[config.mk]
export PLATFORM = sky130hd
export DESIGN_NAME = dual_channel_offset_amplitude_estimator_unit
export DESIGN_NICKNAME = d
export VERILOG_FILES = /design/src/sv/dcoae_pkg.sv /design/src/sv/dual_channel_offset_amplitude_estimator_unit.sv /design/src/sv/dcoae_lane.sv /design/src/sv/dcoae_merge.sv
export SDC_FILE = /design/constraint.sdc
export NUM_CORES = 1
export LEC_CHECK = 0
export BUFFER_PORTS_ARGS = -buffer_cell sky130_fd_sc_hd__buf_2
export CELL_PAD_IN_SITES_DETAIL_PLACEMENT = 2
export CELL_PAD_IN_SITES_GLOBAL_PLACEMENT = 2
export CORE_MARGIN = 3
export CORE_UTILIZATION = 41
export DETAILED_ROUTE_END_ITERATION = 8
export PLACE_DENSITY_LB_ADDON = 0.05
export SYNTH_ARGS = -nofsm -noshare
export SYNTH_HDL_FRONTEND = slang
export SYNTH_SLANG_ARGS = --single-unit
[constraint.sdc]
create_clock -name clk -period 11.1 [get_ports clk]
set_input_delay 0 -clock clk [delete_from_list [all_inputs] [get_ports clk]]
set_output_delay 0 -clock clk [all_outputs]
set_load 0.05 [all_outputs]
[src/sv/dcoae_pkg.sv]
// Shared types and constants of the offset and amplitude estimator.
// Used by every module of the block; depends on nothing.
`default_nettype none

package dcoae_pkg;

  localparam int SAMPLE_BITS  = 10;
  localparam int FRAC_BITS    = 20;
  localparam int MEAN_W       = SAMPLE_BITS + FRAC_BITS;
  localparam int HALF_W       = SAMPLE_BITS - 1;
  localparam int ALPHA_W      = 11;
  localparam int NUM_LANES    = 2;
  localparam int FRAME_LEN_W  = 16;

  // Smoothing factor 1049 / 2^20, close to 0.001.
  localparam logic [ALPHA_W-1:0] ALPHA_NUM = 11'd1049;

  // Half of full scale (511.5) in Q10.20.
  localparam logic [MEAN_W-1:0] MEAN_RESET =
    {1'b0, {SAMPLE_BITS{1'b1}}, {(FRAC_BITS-1){1'b0}}};

  localparam logic [SAMPLE_BITS-1:0] MIN_RESET = {SAMPLE_BITS{1'b1}};
  localparam logic [SAMPLE_BITS-1:0] MAX_RESET = '0;

  localparam logic [FRAME_LEN_W-1:0] FRAME_LEN_RESET = 16'd4000;

  typedef struct packed {
    logic [SAMPLE_BITS-1:0] sample_a;
    logic [SAMPLE_BITS-1:0] sample_b;
  } sample_t;

  typedef struct packed {
    logic [HALF_W-1:0]      half_range_a;
    logic [HALF_W-1:0]      half_range_b;
    logic [SAMPLE_BITS-1:0] centre_a;
    logic [SAMPLE_BITS-1:0] centre_b;
  } result_t;

  // Per-transaction control shared by all lanes.
  typedef struct packed {
    logic accept;
    logic frame_end;
  } lane_ctl_t;

  // What one lane hands to the merge stage at frame end.
  typedef struct packed {
    logic [SAMPLE_BITS-1:0] min_val;
    logic [SAMPLE_BITS-1:0] max_val;
    logic [SAMPLE_BITS-1:0] mean_int;
  } snap_t;

endpackage

`default_nettype wire

[src/sv/dual_channel_offset_amplitude_estimator_unit.sv]
// Top level of the dual-channel offset and amplitude estimator.
// Depends on dcoae_pkg, dcoae_lane and dcoae_merge.
//
//  channel   handshake                 payload             direction
//  -------   -----------------------   -----------------   ---------
//  sample    sample_valid/sample_stall  sample (sample_t)   in
//  result    result_valid/result_stall  result (result_t)   out
//  cfg       cfg_valid/cfg_ready        cfg_data [15:0]     in
//
// One sample pair is taken every cycle while sample_stall is low; the mean update
// (subtract, constant multiply, add) is combinational inside each lane.
// A frame-ending transaction's figures are registered in the lane snapshot,
// then in the merge output register, which shows the result.
// Reset (rst, synchronous) loads the mean to 511.5, min/max to their
// extremes, the count to zero and frame_length to 4000.
// sample_stall rises only when a result waits in the output register under
// result_stall and a second snapshot is already queued behind it.
`default_nettype none

module dual_channel_offset_amplitude_estimator_unit (
  input  wire logic                                clk,
  input  wire logic                                rst,
  input  wire logic                                sample_valid,
  output logic                                     sample_stall,
  input  wire dcoae_pkg::sample_t                  sample,
  output logic                                     result_valid,
  input  wire logic                                result_stall,
  output dcoae_pkg::result_t                       result,
  input  wire logic                                cfg_valid,
  output logic                                     cfg_ready,
  input  wire logic [dcoae_pkg::FRAME_LEN_W-1:0]   cfg_data
);

  localparam int LW = dcoae_pkg::FRAME_LEN_W;

  logic [LW-1:0]          frame_length;
  logic [LW-1:0]          sample_count;
  logic [LW-1:0]          count_next;
  logic [LW-1:0]          limit;
  logic                   accept;
  logic                   frame_end;
  logic                   snap_valid;
  logic                   take;
  dcoae_pkg::lane_ctl_t   lane_ctl;
  dcoae_pkg::snap_t       snap [dcoae_pkg::NUM_LANES];
  logic [dcoae_pkg::SAMPLE_BITS-1:0] lane_x [dcoae_pkg::NUM_LANES];

  // Configuration is always writable.
  assign cfg_ready = 1'b1;

  always_ff @(posedge clk) begin
    if (rst) begin
      frame_length <= dcoae_pkg::FRAME_LEN_RESET;
    end else if (cfg_valid && cfg_ready) begin
      frame_length <= cfg_data;
    end
  end

  // Hold input only when both the output register and the snapshot are full
  // and the output is stalled.
  assign sample_stall = snap_valid && result_valid && result_stall;
  assign accept       = sample_valid && !sample_stall;

  // A zero frame length acts as one; a wrapped count also closes the frame.
  always_comb begin
    count_next = sample_count + 1'b1;
    limit      = (frame_length == '0) ? {{(LW-1){1'b0}}, 1'b1} : frame_length;
    frame_end  = (count_next >= limit) || (count_next == '0);
  end

  always_ff @(posedge clk) begin
    if (rst) begin
      sample_count <= '0;
    end else if (accept) begin
      sample_count <= frame_end ? '0 : count_next;
    end
  end

  // Snapshot stage valid: set on a frame end, drop when merge takes it.
  always_ff @(posedge clk) begin
    if (rst) begin
      snap_valid <= 1'b0;
    end else if (accept && frame_end) begin
      snap_valid <= 1'b1;
    end else if (take) begin
      snap_valid <= 1'b0;
    end
  end

  assign lane_ctl.accept    = accept;
  assign lane_ctl.frame_end = frame_end;
  assign lane_x[0]          = sample.sample_a;
  assign lane_x[1]          = sample.sample_b;

  // One lane per channel.
  for (genvar g = 0; g < dcoae_pkg::NUM_LANES; g++) begin : g_lane
    dcoae_lane u_lane (
      .clk  (clk),
      .rst  (rst),
      .ctl  (lane_ctl),
      .x    (lane_x[g]),
      .snap (snap[g])
    );
  end

  dcoae_merge u_merge (
    .clk          (clk),
    .rst          (rst),
    .snap         (snap),
    .snap_valid   (snap_valid),
    .result_stall (result_stall),
    .result       (result),
    .result_valid (result_valid),
    .take         (take)
  );

endmodule

`default_nettype wire

[src/sv/dcoae_lane.sv]
// One channel lane: running mean, frame min/max and frame-end snapshot.
// Depends on dcoae_pkg.
`default_nettype none

module dcoae_lane (
  input  wire logic                            clk,
  input  wire logic                            rst,
  input  wire dcoae_pkg::lane_ctl_t            ctl,
  input  wire logic [dcoae_pkg::SAMPLE_BITS-1:0] x,
  output dcoae_pkg::snap_t                     snap
);

  localparam int MW     = dcoae_pkg::MEAN_W;
  localparam int SB     = dcoae_pkg::SAMPLE_BITS;
  localparam int FB     = dcoae_pkg::FRAC_BITS;
  localparam int DIFF_W = MW + 1;
  localparam int PROD_W = DIFF_W + dcoae_pkg::ALPHA_W + 1;
  localparam int STEP_W = PROD_W - FB;

  logic [MW-1:0]            mean;
  logic [MW-1:0]            mean_next;
  logic [SB-1:0]            min_val;
  logic [SB-1:0]            max_val;
  logic [SB-1:0]            min_upd;
  logic [SB-1:0]            max_upd;
  logic signed [DIFF_W-1:0] diff;
  logic signed [PROD_W-1:0] prod;
  logic [STEP_W-1:0]        step;

  // mean += floor((x - mean) * alpha); the arithmetic shift gives the floor.
  always_comb begin
    diff      = $signed({1'b0, x, {FB{1'b0}}}) - $signed({1'b0, mean});
    prod      = diff * $signed({1'b0, dcoae_pkg::ALPHA_NUM});
    step      = prod[PROD_W-1:FB];
    mean_next = mean + {{(MW-STEP_W){step[STEP_W-1]}}, step};
    min_upd   = (x < min_val) ? x : min_val;
    max_upd   = (x > max_val) ? x : max_val;
  end

  always_ff @(posedge clk) begin
    if (rst) begin
      mean    <= dcoae_pkg::MEAN_RESET;
      min_val <= dcoae_pkg::MIN_RESET;
      max_val <= dcoae_pkg::MAX_RESET;
    end else if (ctl.accept) begin
      mean <= mean_next;
      if (ctl.frame_end) begin
        min_val <= dcoae_pkg::MIN_RESET;
        max_val <= dcoae_pkg::MAX_RESET;
      end else begin
        min_val <= min_upd;
        max_val <= max_upd;
      end
    end
  end

  // Capture the closing frame's figures.
  always_ff @(posedge clk) begin
    if (ctl.accept && ctl.frame_end) begin
      snap.min_val  <= min_upd;
      snap.max_val  <= max_upd;
      snap.mean_int <= mean_next[MW-1:FB];
    end
  end

endmodule

`default_nettype wire

[src/sv/dcoae_merge.sv]
// Merge stage: combines lane snapshots into one result and holds it.
// Depends on dcoae_pkg.
`default_nettype none

module dcoae_merge (
  input  wire logic               clk,
  input  wire logic               rst,
  input  wire dcoae_pkg::snap_t   snap [dcoae_pkg::NUM_LANES],
  input  wire logic               snap_valid,
  input  wire logic               result_stall,
  output dcoae_pkg::result_t      result,
  output logic                    result_valid,
  output logic                    take
);

  localparam int SB = dcoae_pkg::SAMPLE_BITS;
  localparam int HW = dcoae_pkg::HALF_W;

  logic [SB:0]   mid_sum    [dcoae_pkg::NUM_LANES];
  logic [SB:0]   centre_sum [dcoae_pkg::NUM_LANES];
  logic [SB-1:0] span       [dcoae_pkg::NUM_LANES];
  logic [HW-1:0] half       [dcoae_pkg::NUM_LANES];
  logic [SB-1:0] centre     [dcoae_pkg::NUM_LANES];

  always_comb begin
    for (int i = 0; i < dcoae_pkg::NUM_LANES; i++) begin
      span[i]       = snap[i].max_val - snap[i].min_val;
      half[i]       = span[i][SB-1:1];
      mid_sum[i]    = {1'b0, snap[i].max_val} + {1'b0, snap[i].min_val};
      centre_sum[i] = {1'b0, mid_sum[i][SB:1]} + {1'b0, snap[i].mean_int};
      centre[i]     = centre_sum[i][SB:1];
    end
  end

  // Advance the snapshot when the output register is free or being emptied.
  assign take = snap_valid && (!result_valid || !result_stall);

  always_ff @(posedge clk) begin
    if (rst) begin
      result_valid <= 1'b0;
    end else if (take) begin
      result_valid <= 1'b1;
    end else if (!result_stall) begin
      result_valid <= 1'b0;
    end
  end

  always_ff @(posedge clk) begin
    if (take) begin
      result.half_range_a <= half[0];
      result.half_range_b <= half[1];
      result.centre_a     <= centre[0];
      result.centre_b     <= centre[1];
    end
  end

endmodule

`default_nettype wire

* Yosys cells after proc, flatten, opt, wreduce, memory -nomap -nowiden
Index checks and enable logic that the tools add are counted.
** Cells by class
- Add/sub/neg operators :: 11
- Multiply operators :: 2
- $lt $le $gt $ge :: 5
- Equality and inequality tests :: 1
- Mux-type cells :: 14
- Reductions and logical operators :: 13
** Operator list (number)
- 31-bit by 12-bit multiplier with 43-bit output (second input constant) :: 2
- 10-bit 2-to-1 mux :: 8
- 30-bit by 30-bit subtractor with 31-bit output :: 2
- 30-bit adder :: 2
- 10-bit by 10-bit adder with 11-bit output :: 4
- 16-bit logical NOT :: 2
- 16-bit 2-to-1 mux :: 2
- 10-bit > comparator :: 2
- 10-bit < comparator :: 2
- 10-bit subtractor :: 2
- 16-bit by 1-bit adder with 16-bit output (second input constant) :: 1
- 16-bit greater-or-equal comparator :: 1
- 1-bit logical AND :: 5
- 1-bit 2-to-1 mux :: 4
- 1-bit logical NOT :: 3
- 1-bit logical OR :: 2
- 2-bit by 1-bit inequality test with 1-bit output (second input constant) :: 1
- 2-bit nonzero test :: 1
** Storage, ports and cells
- Register bits after elaboration :: 232
- Input port bits :: 41
- Output and inout bits :: 41
- Logic and storage cells :: 66

* Depth between registers and ports, before layout
- Depth in word-level cells :: 6
- Gate-level depth with buffers :: 39
- Depth with buffers taken out :: 38

* Modules after synthesis
From an unflattened synthesis, not the netlist that was laid out.
** Second synthesis, totals
- Cell total of the unflattened synthesis :: 2994
- Area total of the unflattened synthesis :: 26888.3 sq um
** Modules (own cells, without submodules)
- dcoae_lane (g_lane[0].u_lane) :: times used 1, cells an instance 1202, area each 10684.0 sq um
- dcoae_lane (g_lane[1].u_lane) :: times used 1, cells an instance 1138, area each 10271.1 sq um
- dcoae_merge :: times used 1, cells an instance 389, area each 3741.1 sq um
- dual_channel_offset_amplitude_estimator_unit :: times used 1, cells an instance 265, area each 2192.1 sq um

* Worst setup path before layout
Ideal clock, no wire load.
- Kind :: reg-to-reg
- Start :: register g_lane[0].u_lane.mean[0]
- End :: register g_lane[0].u_lane.mean[28]
- Setup time :: 120 ps
- Data arrival time :: 8824 ps
- Required time :: 10980 ps
- Slack :: 2156 ps
- Stages on the path, launching flop included :: 38
- Path buffers :: 0
- Clock period less this slack :: 8944 ps
- Path through :: dfxtp_1 -> inv_1 -> ha_1 -> or3b_2 -> nor3_1 -> nand2b_1 -> nor2b_1 -> nand2_1 -> xor2_1 -> inv_1 -> ha_1 -> ha_1 -> ha_1 -> fa_1 -> inv_1 -> fa_1 -> inv_1 -> ha_1 -> (+2 left out) -> o211ai_1 -> a22o_1 -> a21o_1 -> a2111oi_0 -> nor3_1 -> a21oi_1 -> xnor2_1 -> ha_1 -> a21o_1 -> a21o_1 -> a21o_1 -> or3_1 -> a211oi_1 -> nor2_1 -> a31oi_1 -> o21bai_1 -> xnor2_1 -> a211o_1
** On the way
- Longest elaborated chain between the ends :: 3
** Ends and longest elaborated chain
- start, declared :: line dcoae_lane.sv:20 : logic [MW-1:0] mean;
- start signal, assigned :: line dcoae_lane.sv:42 : mean <= dcoae_pkg::MEAN_RESET;
- start signal, assigned :: line dcoae_lane.sv:46 : mean <= mean_next;
- 30-bit by 30-bit subtractor with 31-bit output :: line dcoae_lane.sv:32 : diff = $signed({1'b0, x, {FB{1'b0}}}) - $signed({1'b0, mean});
- 31-bit by 12-bit multiplier with 43-bit output :: line dcoae_lane.sv:33 : prod = diff * $signed({1'b0, dcoae_pkg::ALPHA_NUM});
- 30-bit adder * :: line dcoae_lane.sv:35 : mean_next = mean + {{(MW-STEP_W){step[STEP_W-1]}}, step};
- named net g_lane[0].u_lane.mean_next[28] :: line dcoae_lane.sv:21 : logic [MW-1:0] mean_next;
The timed path passes the listed nets; every way through them passes the cells marked *.
A chain may end at the register's enable or synchronous reset.

* Worst setup path after layout
Ends and elaborated chain as after synthesis.

==> flow_summary_export.csv <==
group,metric,value,unit
global_routing,global_route.overflow_total,0,
yosys,synthesis.nets,3450,
clock_tree,worst_skew_pair.late_latency,0.58,ns
worst_setup_path,worst-endpoint-required,11.55,ns
timing,timing.final.crit_period,10.33,ns
worst_setup_path,timing.critical_path.to_type,"flip-flop",
timing,finalHoldViolCount,0,
yosys,synthesized_flop_and_latch_total,232,
worst_setup_path,crit_path_start_kind,"flip-flop",
timing,tightest_slew,1.11,ns
yosys,synthesis.yosys.warnings,0,
timing,unrepaired_setup_endpoints_after_global_routing,"false",
timing,drv_slew,0,
yosys,synth_enable_flop_cells,98,
cells_and_area,share_of_cells_above_drive_strength_1,7.60,%
worst_setup_path,critical_path.reg2reg.endpoint,"g_lane[0].u_lane.mean[28]$_SDFFE_PP1P_",
global_routing,via_count_of_the_first_global_routing_pass,23840,
worst_hold_path,min_path_cells,4,
routing,detail-route-antenna-nets,0,
yosys,synthesis.area,25500,um^2
worst_hold_path,hold_end,"g_lane[1].u_lane.min_val[0]$_SDFFE_PP1P_",
worst_setup_path,regToRegSetupSlack,0.77,ns
yosys,synthArstFlopShare,0,%
die,dieArea,65300,um^2
place,dp_hpwl,63.2,mm
worst_setup_path,rr_startpoint,"g_lane[0].u_lane.mean[0]$_SDFFE_PP0P_",
routing,wl_per_cell,21.4,um
clock_tree,numCtsBuffers,28,
die,pin_count,82,
worst_setup_path,worst_path_max_delay_cell,"or4b_2",
worst_setup_path,critical_path_arrival,10.78,ns
timing,report.final.setup_viol,0,
routing,vias,20613,
timing,period_share,93.1,%
worst_setup_path,criticalPathCategory,"reg2reg",
clock_tree,cts.htree.levels,1,
job,timing.max_cap.violations,0,
worst_hold_path,min_from,"sample[0]",
die,initial_core_util,41.9,%
cells_and_area,antenna-diode-count,0,
yosys,synth_seq_area_share,22.0,%
timing,max_freq,0.0968,GHz
worst_setup_path,critPathMostFrequentCell,"ha_1",
timing,timing.slew.headroom,26.1,%
yosys,syn_area_per_cell,9.17,um^2
die,die-height,255,um
clock_tree,cts_max_path_buffers,3,
global_routing,grt_pass1_wl,131,mm
die,std_cell_rows,90,
clock_tree,tritoncts,"built",
status,status,"finished, final reports clean",
timing,final.setup_skew,0.0337,ns
yosys,synthDistinctLibCells,86,
clock_tree,clock_sinks,232,
global_routing,maximum_number_of_pins_on_one_net_before_global_route_repair,78,
worst_setup_path,slowest_delay,0.69,ns
routing,postRouteWirelength,80.8,mm
die,die_w,255,um
clock_tree,cts_root_buf,"clkbuf_16",
timing,finalHoldWorstSlack,0.308,ns
die,core_region_area,60900,um^2
cells_and_area,num-nets-final,3593,
routing,drc,0,
place,routabilityCongestion,0.831,
global_routing,grtUsageTotal,24.8,%
worst_setup_path,reg2regPathDepth,37,
cells_and_area,area.growth.synth_to_final,11.5,%
place,port-buffer-count,80,
timing,total_negative_setup_slack,0,ns
clock_tree,post-cts-setup-buffers,0,
clock_tree,clk_pin_slew_worst_paths,0.06,ns
yosys,synth_flop_cell,"dfxtp_1",
worst_hold_path,min-delay-path-class,"in2reg",
global_routing,grt_antenna_before_repair,0,
routing,vias_per_cell,5.46,
routing,detailedRoute.firstPassIterationCount,4,
worst_setup_path,worstPathMaxFanout,9,
yosys,netlist_instances,2784,
routing,first_iter_violations,667,
[flip-flops by register name (all words and copies together), names as in the netlist]
signal / flops
snap_valid: 1
g_lane.u_lane.min_val: 20
u_merge.result_valid: 1
g_lane.u_lane.max_val: 20
u_merge.result: 38
sample_count: 16
g_lane.u_lane.mean: 60
frame_length: 16
g_lane.u_lane.snap: 60
[per-layer routing]
| layer | global-route usage, % | wire, um |
|---|---|---|
| met5 | 0 | 0 |
| met4 | 6.29 | 1960 |
| met3 | 1.82 | 1610 |
| met2 | 48.6 | 43400 |
| met1 | 28.8 | 33900 |
[cell families (layout without fill, tap and decap cells)]
group                      Yosys count  after routing  share of synthesized area, %
adders and majority gates          625            625                          34.0
xor gates and xnor gates           236            236                          8.24
other                                1              1                        0.0147
and+or+nand+nor                    535            535                          10.1
muxes                               59             59                          2.54
AOI/OAI and AO/OA                  596            596                          15.7
DFF                                232            232                          22.0
buffers and inverters              500            665                          7.38
[cell usage in the layout, fill, tap and decap left out, types with 79 or more instances in the layout]
| master | n |
|---|---|
| nor2_1 | 114 |
| a21oi_1 | 178 |
| o21ai_0 | 89 |
| dfxtp_1 | 134 |
| buf_2 | 80 |
| inv_1 | 450 |
| nand2_1 | 187 |
| xnor2_1 | 160 |
| a21o_1 | 79 |
| ha_1 | 511 |
| fa_1 | 114 |
| edfxtp_1 | 98 |
[cell type report]
cell class,count,area (um^2)
Clock buffer,42,773
Clock inverter,10,114
Fill cell,6518,32500
Inverter,453,1700
Multi-Input combinational cell,2052,18100
Sequential cell,232,5630
Tap cell,828,1040
Timing Repair Buffer,160,1150
[synthesized netlist by cell type, drive strengths merged, types with 44 or more instances]
library cell | count | share of area, %
nor2 | 117 | 1.7
xnor2 | 162 | 5.6
fa | 114 | 8.9
o21ai | 93 | 1.8
inv | 452 | 6.7
nand2 | 188 | 2.8
o21a | 44 | 1.3
a21o | 79 | 2.3
ha | 511 | 25
dfxtp | 134 | 11
xor2 | 72 | 2.5
edfxtp | 98 | 12
a21oi | 181 | 3.6
[repair_timing]
action / CTS / global route
gates resized for setup: 0 / 3
endpoints found under the setup margin: 0 / 3
hold buffers: 61 / 0
hold endpoints to repair: 96 / 0
[worst max-delay path by stage]
stage                                                from                                     end  slack [ns]
finish              g_lane[0].u_lane.mean[0]$_SDFFE_PP0P_  g_lane[0].u_lane.mean[28]$_SDFFE_PP1P_        0.77
CTS                 g_lane[0].u_lane.mean[0]$_SDFFE_PP0P_  g_lane[0].u_lane.mean[28]$_SDFFE_PP1P_        0.53
global route        g_lane[0].u_lane.mean[0]$_SDFFE_PP0P_  g_lane[0].u_lane.mean[28]$_SDFFE_PP1P_        0.04
detailed placement  g_lane[0].u_lane.mean[0]$_SDFFE_PP0P_  g_lane[0].u_lane.mean[28]$_SDFFE_PP1P_        0.68
global placement    g_lane[0].u_lane.mean[0]$_SDFFE_PP0P_  g_lane[0].u_lane.mean[28]$_SDFFE_PP1P_        1.04
floorplan           g_lane[0].u_lane.mean[0]$_SDFFE_PP0P_  g_lane[0].u_lane.mean[28]$_SDFFE_PP1P_        2.16
[critical path: cells and delay by family, from the launching register on]
kind,cells,cell delay [ns]
DFF,1,0.41
AOI/OAI and AO/OA,12,2.77
xor gates and xnor gates,3,0.59
buffers and inverters,4,0.37
and+or+nand+nor,10,3.10
adders and majority gates,8,2.95
[through the flow]
step / area (um^2) / std cells / setup WS, ns / utilization (%)
6_report: 28500 / 3777 / 0.771 / 46.7
5_1_grt: 28500 / 3777 / 0.0382 / 46.7
4_1_cts: 28400 / 3777 / 0.532 / 46.7
3_5_place_dp: 26900 / 3664 / 0.681 / 44.2
3_3_place_gp: 26900 / 3664 / 1.04 / 44.2
2_1_floorplan: 25500 / 2784 / 2.16 / -
Power is left out: the tool's default activity adds up to more than one toggle a clock period on the data nets, which glitch-free logic cannot reach.
